$ cat src/rtl/fbpa_pkg.sv
// Package for the fixed block pool allocator: sizes, register indexes,
// status codes and the request, response and shared-unit types.
// No dependencies; every other file of the block but fbpa_ram imports it.
package fbpa_pkg;

  // Pool geometry and address space.
  localparam int NUM_BLOCKS = 1024;
  localparam int ADDR_BITS  = 48;

  // Field widths of the request and response.
  localparam int FIELD_AW = 48;
  localparam int SIZE_W   = 32;
  localparam int ALIGN_W  = 13;
  localparam int STATUS_W = 3;
  localparam int COUNT_W  = 11;

  // Free list: link memory address and an index wide enough for the null code.
  localparam int LINK_AW = (NUM_BLOCKS > 2) ? $clog2(NUM_BLOCKS) : 1;
  localparam int IDX_W   = $clog2(NUM_BLOCKS + 1);
  localparam logic [IDX_W-1:0] NIL = IDX_W'(NUM_BLOCKS);

  // Shared adder width: base plus index times block size, with a carry bit.
  localparam int PROD_W  = SIZE_W + LINK_AW;
  localparam int ACC_W   = ((PROD_W > FIELD_AW) ? PROD_W : FIELD_AW) + 1;
  localparam int SHIFT_W = (LINK_AW > 1) ? $clog2(LINK_AW) : 1;

  // Granted addresses wrap at the address space, then fit the field.
  localparam int GRANT_BITS = (ADDR_BITS < FIELD_AW) ? ADDR_BITS : FIELD_AW;
  localparam logic [FIELD_AW-1:0] GRANT_MASK = {FIELD_AW{1'b1}} >> (FIELD_AW - GRANT_BITS);

  // Configuration port.
  localparam int CFG_IDX_W  = 2;
  localparam int CFG_DATA_W = 48;
  localparam logic [CFG_IDX_W-1:0] REG_POOL_BASE      = 2'd0;
  localparam logic [CFG_IDX_W-1:0] REG_BLOCK_BYTES    = 2'd1;
  localparam logic [CFG_IDX_W-1:0] REG_BLOCKS_IN_USE  = 2'd2;
  localparam logic [CFG_IDX_W-1:0] REG_SIZE_ALIGNMENT = 2'd3;

  // Register values after reset.
  localparam logic [FIELD_AW-1:0] POOL_BASE_RST      = '0;
  localparam logic [SIZE_W-1:0]   BLOCK_BYTES_RST    = 32'd64;
  localparam logic [COUNT_W-1:0]  BLOCKS_IN_USE_RST  = 11'd1024;
  localparam logic [ALIGN_W-1:0]  SIZE_ALIGNMENT_RST = 13'd64;

  // Commands and status codes.
  localparam logic CMD_ALLOC = 1'b0;
  localparam logic CMD_FREE  = 1'b1;
  localparam logic [STATUS_W-1:0] ST_OK         = 3'd0;
  localparam logic [STATUS_W-1:0] ST_WRONG_SIZE = 3'd1;
  localparam logic [STATUS_W-1:0] ST_EMPTY      = 3'd2;
  localparam logic [STATUS_W-1:0] ST_MISALIGNED = 3'd3;
  localparam logic [STATUS_W-1:0] ST_NOT_OWNED  = 3'd4;

  typedef struct packed {
    logic                command;
    logic [SIZE_W-1:0]   request_size;
    logic [ALIGN_W-1:0]  alignment;
    logic [FIELD_AW-1:0] block_address;
  } fbpa_req_t;

  typedef struct packed {
    logic [STATUS_W-1:0] status;
    logic [FIELD_AW-1:0] address;
    logic [SIZE_W-1:0]   granted_size;
  } fbpa_rsp_t;

  // Operands and result of the shared add/subtract unit.
  typedef struct packed {
    logic [ACC_W-1:0] a;
    logic [ACC_W-1:0] b;
    logic             sub;
  } fbpa_alu_op_t;

  typedef struct packed {
    logic [ACC_W-1:0] sum;
    logic             borrow;
  } fbpa_alu_res_t;

endpackage

$ cat src/rtl/fbpa_shift_alu.sv
// Shared add/subtract unit of the allocator sequencer, with borrow out.
// Depends on fbpa_pkg for the operand and result types.
module fbpa_shift_alu (
  input  fbpa_pkg::fbpa_alu_op_t  op,
  output fbpa_pkg::fbpa_alu_res_t res
);
  import fbpa_pkg::*;

  logic [ACC_W:0] wide;

  // One wide adder; the top bit of a subtraction is the borrow.
  always_comb begin
    if (op.sub) begin
      wide = {1'b0, op.a} - {1'b0, op.b};
    end else begin
      wide = {1'b0, op.a} + {1'b0, op.b};
    end
    res.sum    = wide[ACC_W-1:0];
    res.borrow = op.sub & wide[ACC_W];
  end

endmodule

$ cat config.mk
export PLATFORM = sky130hd
export DESIGN_NAME = fbpa_shift_alu
export DESIGN_NICKNAME = d
export VERILOG_FILES = /design/src/rtl/fbpa_pkg.sv /design/src/rtl/fbpa_shift_alu.sv
export SDC_FILE = /design/constraint.sdc
export NUM_CORES = 1
export LEC_CHECK = 0
export BUFFER_PORTS_ARGS = -buffer_cell sky130_fd_sc_hd__buf_2
export CAP_MARGIN = 20
export CORE_MARGIN = 2
export CORE_UTILIZATION = 57
export DETAILED_ROUTE_END_ITERATION = 6
export GPL_ROUTABILITY_DRIVEN = 0
export MAX_ROUTING_LAYER = met4
export PLACE_DENSITY = 0.87
export SYNTH_ARGS = -nofsm -noshare
export SYNTH_HDL_FRONTEND = slang
export SYNTH_SLANG_ARGS = --single-unit
$ cat constraint.sdc
create_clock -name vclk -period 5
set_input_delay 0 -clock vclk [all_inputs]
set_output_delay 0 -clock vclk [all_outputs]
set_load 0.01 [all_outputs]
[Yosys cells after proc, flatten, opt, wreduce, memory -nomap -nowiden]
Index checks and enable logic that the tools add are counted.
Word-level totals
  register bits after elaboration: 0
  bits of input ports: 99
  output and inout port bits: 50
  logic and storage cells: 4
Operators by class
  add/subtract/negate cells: 2
  multiplexer cells: 1
  bitwise logic cells: 1
Operators with widths (number)
  $add A49 B49 Y50: 1
  $mux W50: 1
  $sub A49 B49 Y50: 1
  $and A1 B1 Y1: 1

[Depth between registers and ports, before layout]
Gate-level depths: netlist of run 1.
  depth after elaboration: 3
  gate-level depth with buffers: 18
  gate-level depth less buffers: 17

[Worst setup path after synthesis of run 1]
OpenSTA, ideal clock, no wires.
  path kind: input -> output
  from: input op[9] (netlist name)
  to: output res[49] (netlist name)
  arrival: 3.281 ns
  data required time: 5.000 ns
  slack: 1.719 ns
  cell stages on the path: 15
  path buffers: 2
  cell sequence: nor4_1 nand2b_1 nor3_4 and3_2 and2b_1 buf_2 a31oi_1 xnor2_1 ha_1 clkbuf_1 nand4_1 or3_1 nor4_2 nor2_1 a311o_1
RTL lines
  start: declaration: line fbpa_shift_alu.sv:4  | input fbpa_pkg::fbpa_alu_op_t op,
  end: declaration: line fbpa_shift_alu.sv:5  | output fbpa_pkg::fbpa_alu_res_t res

==> summary by stage, run 1 <==
Run status
The run finished with clean final reports.

Pwr
The overall power is 944 uW. Dividing total power by cell area gives a power density of 198 nW/um2. The analysis attributes to cell leakage a power of 2.21 nW. The worst vdd rail ir drop is 136 uV.

Logic synthesis
The biggest area contributor in the post-synthesis netlist is ha_1. The compound-gate portion of the synthesized area is 0.346. The cell with the most instances after synthesis is a21oi_1. Counting distinct cell types in the post-synthesis netlist gives 64. The fraction of the mapped netlist area in adder cells is 0.161.

The area fraction of the dominant cell type after synthesis is 0.156. By count the netlist is led by 74 x a21oi_1, 71 x xnor2_1, 50 x ha_1, 50 x nor2_1, 42 x nand2_1. The instance count of the mapped netlist is 586. Dividing the synthesized area by the synthesized cell count gives 6.85 um2. The net count after synthesis is 736. The simple-gate area share of the yosys netlist is 0.241. After synthesis the cells add up to 4010 um2. After synthesis, the cell types taking the most area are ha_1 16%, xnor2_1 16%, a21oi_1 9.2%. After synthesis, the largest family of logic cells by area is compound AO/OA/AOI/OAI gates. Of the total synthesized cell area, the portion taken by XOR and XNOR cells is 0.199. The share of synthesized area spent on multiplexers is 0.00499.

The sequential element share of the synthesized area is 0. The total of warnings raised by yosys is 0.

Setup path
The data arrival time at the worst-slack endpoint is 4.10 ns. The startpoint of the worst setup timing path is op[9]. Of all nets on the critical path, the largest fanout is 9. On the worst path, the slowest cell contributes a delay of 0.46 ns. The path type of the worst setup path is input port to primary output. The nature of the critical path endpoint is a primary output. The cell with the most instances on the worst path is buf_2. The critical path goes through buf_2 -> nor4_1 -> nand2b_1 -> nor3_4 -> and3_2 -> and2b_1 -> a21oi_1 -> xnor2_1 -> ha_1 -> nand4_1 -> or3_1 -> nor4_2 -> nor2_1 -> a311o_1 -> buf_2.

The depth of the critical timing path with buffers and inverters included is 15. The most critical setup path has its endpoint at res[49]. The cell at the slowest stage of the critical path is ha_1. STA classifies the critical path startpoint as an input port. The gate family responsible for the most delay along the worst path is simple AND/OR/NAND/NOR gates. For the worst setup path, the data required time is 5.00 ns. The critical path contains buffers and inverters numbering 2 combined.

Global route
The number of global-route vias before repair is 4606. Entering global routing, the biggest net connects 50 pins. The met1 usage is 0.417.

The number of antenna violations at the first check in global routing is 2. After global routing the overflow that remains totals 0. The first global-routing pass estimated 20.3 mm of wire.

For met2 alone, demand over resource in global routing was 0.537. The met3 track demand over resource is 0.0207. The busiest layer in global routing is met2. The global routing usage summed across all routing layers is 0.329.

Drt
The number of vias after detailed routing is 5007. The average detailed-routed wire length per instance is 15.6 um. In the routed design, unresolved DRC markers number 0. The number of DRC violations after detailed-routing iteration 0 is 403. The detailed-routing iteration count for the pre-antenna-repair pass is 5. The total wire length is 12.6 mm. After detailed routing, the number of vias per cell comes to 6.20. The detail route stage leaves a number of antenna-violating nets equal to 0.

STA
Setup violations remaining at the end of the flow were counted as 0. Summed over all failing endpoints, the final setup total negative slack is 0 ns. The maximum clock rate is 244 MHz. The slew of the pin with the lowest slew margin is 0.819 ns.

In the finished design, the share of the clock period the worst path needs comes to 0.819. Setup repair after global routing left no endpoint under its margin. The number of hold violations in the final report is 0. The worst path setup slack after routing is 0.904 ns.

The final-report max-slew violation count was 0. The max-slew headroom at the worst pin is 0.454. The shortest clock period the worst path allows after layout is 4.10 ns.

Layout
Compared with the post-synthesis result, the final layout area differs by 19.2%. The final layout contains a sequential cell count of 0. The final core area utilization is 0.704. The count of clock-net buffers in the final layout is 0. The number of filler instances in the final layout is 599. In the final layout, the share of cells above drive strength 1 is 0.247. In the final layout, flip-flops and latches occupy 0 um2.

The non-filler instance count after layout is 807. After the last flow step, the layout net total stands at 861.

Floorplanning
The starting density of the core is 0.590. The die is 87.9 um tall. The die covers 7720 um2. After floorplanning, the core was sized to cover 6790 um2.

For this design the top-level I/O count stands at 149. The count of standard-cell rows is 30. The chip width is 87.9 um.

Place
After detailed placement, the design holds a cell count of 805. In this run the tool buffered the top-level ports with 149 buffer cells. After legalization and detailed placement, the total HPWL measured 10.8 mm. The post-placement worst setup slack is 0.998 ns.

CTS
The total of cells resized after clock tree synthesis is 0. The total setup buffers inserted after CTS is 0. Hold repair after CTS inserted 0 buffers.

Worst hold path
The type of the most critical hold path is input port to primary output.

Job
The tool flagged a number of max-cap violations equal to 0.
## kinds of logic after synthesis
logic type,Yosys count
simple gates,186
fa+ha+maj,51
compound gates,206
xor+xnor,91
mux,2
buf+inv,50
## cell usage in the layout, fill, tap and decap left out, types with 3 or more instances in the layout
| cell | Yosys | layout |
|---|---|---|
| buf_2 | 3 | 149 |
| nand4_1 | 16 | 16 |
| inv_1 | 24 | 24 |
| nor3_1 | 19 | 19 |
| a21o_1 | 29 | 29 |
| nor3b_1 | 5 | 5 |
| or3_1 | 4 | 4 |
| nand2b_1 | 9 | 9 |
| nor2_1 | 50 | 50 |
| o211ai_1 | 5 | 5 |
| xor2_1 | 20 | 20 |
| nor4_1 | 10 | 10 |
| ha_1 | 50 | 50 |
| o21bai_1 | 8 | 8 |
| o221ai_1 | 3 | 3 |
| xnor2_1 | 71 | 71 |
| a21oi_1 | 74 | 74 |
| nor2b_1 | 6 | 6 |
| o21ai_1 | 3 | 3 |
| a211oi_1 | 4 | 4 |
| o21a_1 | 5 | 5 |
| nand3_1 | 9 | 9 |
| a31oi_1 | 16 | 16 |
| o21ai_0 | 27 | 27 |
| nand2_1 | 42 | 42 |
| o21ai_2 | 4 | 4 |
| and2_1 | 3 | 3 |
## routing by layer
metal	wire length, um	part of all wire	up-vias
li1	-	-	2416
met1	5250	0.42	2239
met2	5760	0.46	286
met3	951	0.076	66
met4	641	0.051	0
met5	0	0	-
## where the power goes
group          switching (mW)  internal (mW)     total, mW
Clock                       0   0.0000000535  0.0000000535
Sequential                  0              0             0
Combinational           0.549          0.395         0.944
## stage by stage
step                hold WS [ns]  cell area [um2]
finish                     0.384             4780
detailed placement         0.388             4780
CTS                        0.388             4780
floorplan                  0.158             4010
global placement           0.386             4780
global route               0.402             4780
## worst min-delay path by stage
stage / from / end / slack [ns] / depth (start not counted)
after detailed placement: op[51] / res[2] / 0.39 / 3
after global routing: op[51] / res[2] / 0.40 / 3
after floorplan: op[1] / res[1] / 0.16 / 2
after global placement: op[51] / res[2] / 0.39 / 3
final: op[51] / res[2] / 0.38 / 3
after CTS: op[51] / res[2] / 0.39 / 3
## final cells by class
class | instances | area [um2] | share of cell area
antenna | 2 | 5.00 | 0.00105
inverter | 24 | 90.1 | 0.0188
multi-input combinational | 536 | 3820 | 0.799
tap | 96 | 120 | 0.0251
timing repair buffer | 149 | 746 | 0.156
Note: power is estimated with default switching activity, not from simulation.
==> run 2: changes to the inputs <==
Settings changed: ABC_AREA set to 1, CORE_UTILIZATION 57 to 53, PLACE_DENSITY 0.87 to 0.78.
Clock period 5 ns to 3.4 ns, I/O delays scaled along.
==> run 2 against run 1 <==
  * Synthesized cell count increased by 140%
  * Via count increased by 68%
  * Critical path depth increased by 6
  * Largest power group unchanged
==> summary by stage, run 2 <==
Floorplanning
The starting density of the core is 0.543 (-0.0473). The area enclosed by the die boundary is 13200 um2 (+71%). The vertical die dimension is 115 um (+31%). The count of standard-cell rows was 40 (+33%).

The area of the core region was 12000 um2 (+77%). The chip width came to 115 um (+31%). The I/O pin total came to 149 (unchanged).

Logic synthesis
The distinct cell type count after synthesis came to 35 (-45%). The area fraction of the dominant cell type after synthesis is 0.319 (+0.163). The instance count of the mapped netlist is 1384 (+140%). The net count after synthesis is 1534 (+110%).

The total of warnings raised by yosys is 0 (unchanged). By instance count, the leading cell after synthesis is nand2_1. The post-synthesis area per instance was 4.71 um2 (-31%).

By count the netlist is led by 554 x nand2_1, 315 x inv_1, 133 x nor2_1. Of all cell types, the one taking the most synthesized area is nand2_1. The sequential element share of the synthesized area is 0 (unchanged). The synthesized cell area is 6520 um2 (+63%). By area the synthesized netlist is led by nand2_1 32%, inv_1 18%, ha_1 9.6%.

Global route
The global routing usage summed across all routing layers is 0.332 (+0.00314). The number of global-route vias before repair came to 7592 (+65%). The maximum number of pins on one net before global-route repair is 26 (-48%). The global-route wire length before repair is 34.2 mm (+69%).

The number of antenna violations at the first check in global routing is 0 (-2). The overall overflow remaining after global route is 0 (unchanged).

Drt
The mean number of vias per cell was 5.02 (-19%). The total wire length was 21.4 mm (+70%). The average detailed-routed wire length per instance is 12.8 um (-18%).

The number of vias after detailed routing is 8419 (+68%). The number of DRC violations after detailed-routing iteration 0 was 656 (+63%). The detailed-routing iteration count for the pre-antenna-repair pass is 5 (unchanged). The remaining antenna violation count was 0 (unchanged). The final routed DRC violation total is 0 (unchanged).

Layout
The sequential cell area is 0 um2 (unchanged). Leaving out fill and tap cells, the most frequent cell in the layout is nand2_1. The fraction of layout cells with a size suffix above 1 is 0.168 (-0.0787).

The library cells used most frequently in the layout, excluding fill and tap cells, are 554 x nand2_1, 315 x inv_1, 149 x buf_2. The non-filler instance count after layout is 1676 (+110%). Relative to the synthesized area, the layout overhead comes to 14.1%. The count of clock-net buffers in the final layout is 0 (unchanged).

The final net count is 1681 (+95%). The diode insertion count for antenna repair is 0 (-2). The count of flip-flops and latches is 0 (unchanged).

Worst hold path
The min-delay analysis places its worst path in the category input port to primary output.

STA
Setup repair after global routing left no endpoint under its margin. The final hold slack is 0.363 ns (-0.0211 ns). For this run, the top clock speed supported by timing is 328 MHz. The worst path setup slack after routing is 0.351 ns (-0.553 ns). The total negative setup slack is 0 ns (unchanged). The final-report max-slew violation count came to 0 (unchanged). The max-slew headroom at the worst pin is 0.594 (+0.141). The number of hold violations in the final report is 0 (unchanged).

The count of final setup violators is 0 (unchanged). The slew of the pin with the lowest slew margin is 0.602 ns (-0.217 ns). The worst path needs 3.05 ns of the cycle, external delays included. Dividing the final minimum period by the clock period gives 0.897.

Run status
The run finished with clean final reports.

CTS
The count of hold buffers inserted by post-cts repair came to 0 (unchanged). The total setup buffers inserted after CTS is 0 (unchanged). The total of cells resized after clock tree synthesis is 0 (unchanged).

Place
The number of buffers added on ports came to 149 (unchanged). The cell total after placement is 1676 (+110%). The half-perimeter wire length after placement is 19.3 mm (+79%).

The post-placement worst setup slack is 0.435 ns (-0.563 ns).

Pwr
The worst vdd rail ir drop came to 107 uV (-22%). The ratio of total power to cell area is 215 nW/um2 (+8.7%). The leakage dissipation was 4.81 nW (+120%).

Job
The max-capacitance violation count is 0 (unchanged).

Setup path
The nature of the critical path startpoint is an input port. The setup path with the least slack is of type input port to primary output. The nature of the critical path endpoint is a primary output. The maximum fanout count along the critical path is 6 (-3). The required time at the worst-slack endpoint was 3.40 ns (-1.60 ns). The data arrival time at the worst-slack endpoint is 3.05 ns (-1.05 ns).
run 2: cell count changes in the layout (fill, tap and decap cells not counted), moves of 16 or more:
cell and delta:
nand3_1 +64, nand2_2 +30, a21o_1 -28, inv_1 +291
a21oi_1 -42, a31oi_1 -16, nand2_1 +512, nor2_1 +83
xnor2_1 -69, xor2_1 +34, nor2_2 +39
run 2: stage by stage:
step           utilization  cell area (um2)  total power, mW
2_1_floorplan            -             6520             1.07
3_3_place_gp         0.620             7450             1.55
3_5_place_dp         0.620             7450             1.57
4_1_cts              0.620             7450             1.57
5_1_grt              0.620             7450             1.77
6_report             0.620             7450             1.60
run 2: area by class of cell:
type                       instances  area (um2)
tap                              147         184
inverter                         326        1220
timing repair buffer             152         768
fill                            1324        4570
multi-input combinational       1051        5270
run 2: where the power goes:
part | switching (mW) | internal (mW) | total (mW)
logic | 1.04 | 0.558 | 1.60
registers | 0 | 0 | 0
clock network | 0 | 0 | 0
total | 1.04 | 0.558 | 1.60
run 2: per-layer routing:
metal	global-route usage	routed length [um]
met1	0.444	9570
met2	0.540	9270
met3	0.00527	1680
met4	0.116	909
met5	-	0
run 2: path summary, 6_finish.rpt:
kind,cells past startpoint,start,end
worst max-delay path,21,op[1],res[47]
worst min-delay path,4,op[1],res[1]
run 2: logic make-up after synthesis:
group / after synthesis / synth area share
xor+xnor: 56 / 0.0752
compound gates: 58 / 0.0478
buf+inv: 333 / 0.192
fa+ha+maj: 51 / 0.0990
simple gates: 886 / 0.586
run 2: worst max-delay path, cell delays in order:
cell and delay [ns]:
buf_2 0.11, inv_1 0.08, ha_1 0.29, nand2_1 0.18, nor2_1 0.39, nand2_1 0.13, nor2_1 0.14, xor2_1 0.15
o21ai_1 0.07, ha_1 0.38, nand2_1 0.10, nor2_1 0.20, nand2_1 0.13, inv_1 0.07, nand2_1 0.06, nor2_1 0.11
nand2_1 0.08, nand3_1 0.09, nand2_1 0.05, nand2_1 0.09, buf_2 0.14
==> run 3: changes to the inputs <==
Settings changed: REMOVE_ABC_BUFFERS set to 1.
==> run 3 against run 2 <==
  * The flow now finishes with violations (DRC)
  * Routed wire length increased by 1.1%
  * Combinational power is essentially flat
  * Hold slack better by 0.0096 ns
  * Final cell count is the same
  * Sequential share of layout area unchanged
  * Critical path depth unchanged
  * Maximum frequency is 0.67% higher
  * Die area stayed put
  * Design area stayed put
==> summary by stage, run 3 (synthesis results as in run 2) <==
Run status
The flow ran to the end, but the final reports show violations. The checks that failed: DRC.

Pwr
The leakage dissipation is 4.81 nW (unchanged). The worst vdd rail ir drop was 103 uV (-2.9%). The share of power burned in the clock network is 0 (unchanged).

The net switching fraction of the power came to 0.652 (+0.000917). The combinational power share was 1.000 (about the same). The switching power was 1.04 mW (+0.33%). The power share of the sequential group is 0 (unchanged). The ratio of total power to cell area is 215 nW/um2 (+0.18%). The cell-internal power was 558 uW (about the same).

The overall power is 1.60 mW (+0.18%).

Setup path
The nature of the critical path startpoint is an input port. The gate family responsible for the most delay along the worst path is simple AND/OR/NAND/NOR gates. The number of buffer and inverter instances along the worst setup path is 4 (unchanged). The data arrival time at the worst-slack endpoint is 3.03 ns (-0.02 ns). The worst setup path is captured at a primary output. Among the stages of the critical path, the cell type that occurs most often is nand2_1. The critical path goes through buf_2 -> inv_1 -> ha_1 -> nand2_1 -> nor2_1 -> nand2_1 -> nor2_1 -> xor2_1 -> o21ai_1 -> ha_1 -> nand2_1 -> nor2_1 -> nand2_1 -> inv_1 -> nand2_1 -> nor2_1 -> nand2_1 -> nand3_1 -> nand2_1 -> nand2_1 -> buf_2. The maximum fanout count along the critical path came to 6 (unchanged). The maximum cell stage delay along the critical path was 0.39 ns (about the same). The required time at the worst-slack endpoint is 3.40 ns (about the same). The slowest stage of the critical path is the ha_1 cell. The path type of the worst setup path is input port to primary output.

Place
The half-perimeter wire length after placement came to 19.5 mm (+0.78%). The total placed instance area came to 7450 um2 (unchanged). The number of buffers added on ports is 149 (unchanged).

Global route
The global routing usage summed across all routing layers is 0.330 (-0.00136). The number of antenna violations at the first check in global routing is 0 (unchanged). The number of global-route vias before repair is 7527 (-0.86%).

The global-route wire length before repair is 34.1 mm (-0.40%). The overall overflow remaining after global route is 0 (unchanged). The maximum number of pins on one net before global-route repair was 25 (-3.8%).

Layout
The final net count is 1681 (unchanged). In the layout the commonest cells are 554 x nand2_1, 315 x inv_1, 149 x buf_2. The library cell used most frequently in the layout, excluding fill and tap cells, is nand2_1. The area used by multi-input combinational logic is 5270 um2 (unchanged). The fraction of layout cells with a size suffix above 1 was 0.168 (unchanged).

The count of clock-net buffers in the final layout is 0 (unchanged). The sequential cell area is 0 um2 (unchanged). The number of filler instances in the final layout is 1323 (-0.076%).

The count of flip-flops and latches was 0 (unchanged). The diode insertion count for antenna repair is 0 (unchanged). The design area is 7450 um2 (unchanged). The final core area utilization is 0.620 (unchanged).

The area growth from synthesis to layout is 14.1% (unchanged).

Drt
The detailed-routing iteration count for the pre-antenna-repair pass is 7 (+2). The number of vias after detailed routing is 8403 (-0.19%). The average detailed-routed wire length per instance was 12.9 um (+1.1%). The total wire length is 21.7 mm (+1.1%). The number of DRC violations after detailed-routing iteration 0 was 479 (-27%). The mean number of vias per cell came to 5.01 (-0.19%).

The final routed DRC violation total is 2 (+2). The remaining antenna violation count is 0 (unchanged).

Worst hold path
The hold-critical path endpoint is res[1]. The count of cells along the worst hold path was 4 (unchanged). The beginning of the worst hold path is op[1]. The worst hold path belongs to the class input port to primary output.

Job
The max-capacitance violation count was 0 (unchanged).

STA
The total negative setup slack is 0 ns (unchanged). The final hold slack is 0.373 ns (+0.00963 ns). The final worst-path cycle share came to 0.891 (-0.00597). The final-report max-slew violation count is 0 (unchanged). The shortest clock period the worst path allows after layout is 3.03 ns (-0.0203 ns). The number of hold violations in the final report was 0 (unchanged). Setup repair after global routing left no endpoint under its margin.

The max-slew headroom at the worst pin is 0.582 (-0.0123). The slew of the pin with the lowest slew margin was 0.622 ns (+0.0201 ns). The count of final setup violators was 0 (unchanged). The maximum clock rate is 330 MHz (+0.67%).

Floorplanning
The vertical die dimension was 115 um (unchanged). The area of the core region is 12000 um2 (unchanged). The I/O pin total is 149 (unchanged).

The area enclosed by the die boundary was 13200 um2 (unchanged). The starting density of the core came to 0.543 (unchanged). The count of standard-cell rows is 40 (unchanged).

The chip width was 115 um (unchanged).

CTS
The total of cells resized after clock tree synthesis is 0 (unchanged). The count of hold buffers inserted by post-cts repair was 0 (unchanged). The total setup buffers inserted after CTS is 0 (unchanged).
## run 3: final cells by class
class / count / area share
Inverter: 326 / 0.165
Multi-Input combinational cell: 1051 / 0.708
Tap cell: 147 / 0.0247
Timing Repair Buffer: 152 / 0.103
## run 3: through the flow
stage	instances	worst slack [ns]
final	1676	0.371
after global placement	1676	0.467
after CTS	1676	0.438
after global routing	1676	0.113
after detailed placement	1676	0.445
after floorplan	1377	1.18
## run 3: layer usage
layer,global-route usage,part of all wire,up-vias
met1,0.431,0.44,3594
li1,-,-,4394
met5,-,0,-
met2,0.552,0.44,356
met4,0.105,0.039,0
met3,0.0127,0.082,59
## run 3: how the worst max path moves through the flow
stage	start	endpoint	slack, ns	cells past startpoint
floorplan	op[2]	res[26]	1.18	18
global placement	op[1]	res[46]	0.47	21
detailed placement	op[2]	res[46]	0.45	21
CTS	op[2]	res[46]	0.44	21
global route	op[1]	res[0]	0.11	20
finish	op[2]	res[46]	0.37	21
## run 3: worst min-delay path, delay by kind of cell
kind | cells | cell delay [ns]
buf+inv | 3 | 0.25
fa+ha+maj | 1 | 0.12
## run 3: power groups by stage
stage               clock network (mW)  logic (mW)  registers, mW
floorplan                            0        1.06              0
global placement                     0        1.55              0
detailed placement                   0        1.57              0
CTS                                  0        1.58              0
global route                         0        1.77              0
finish                               0        1.60              0
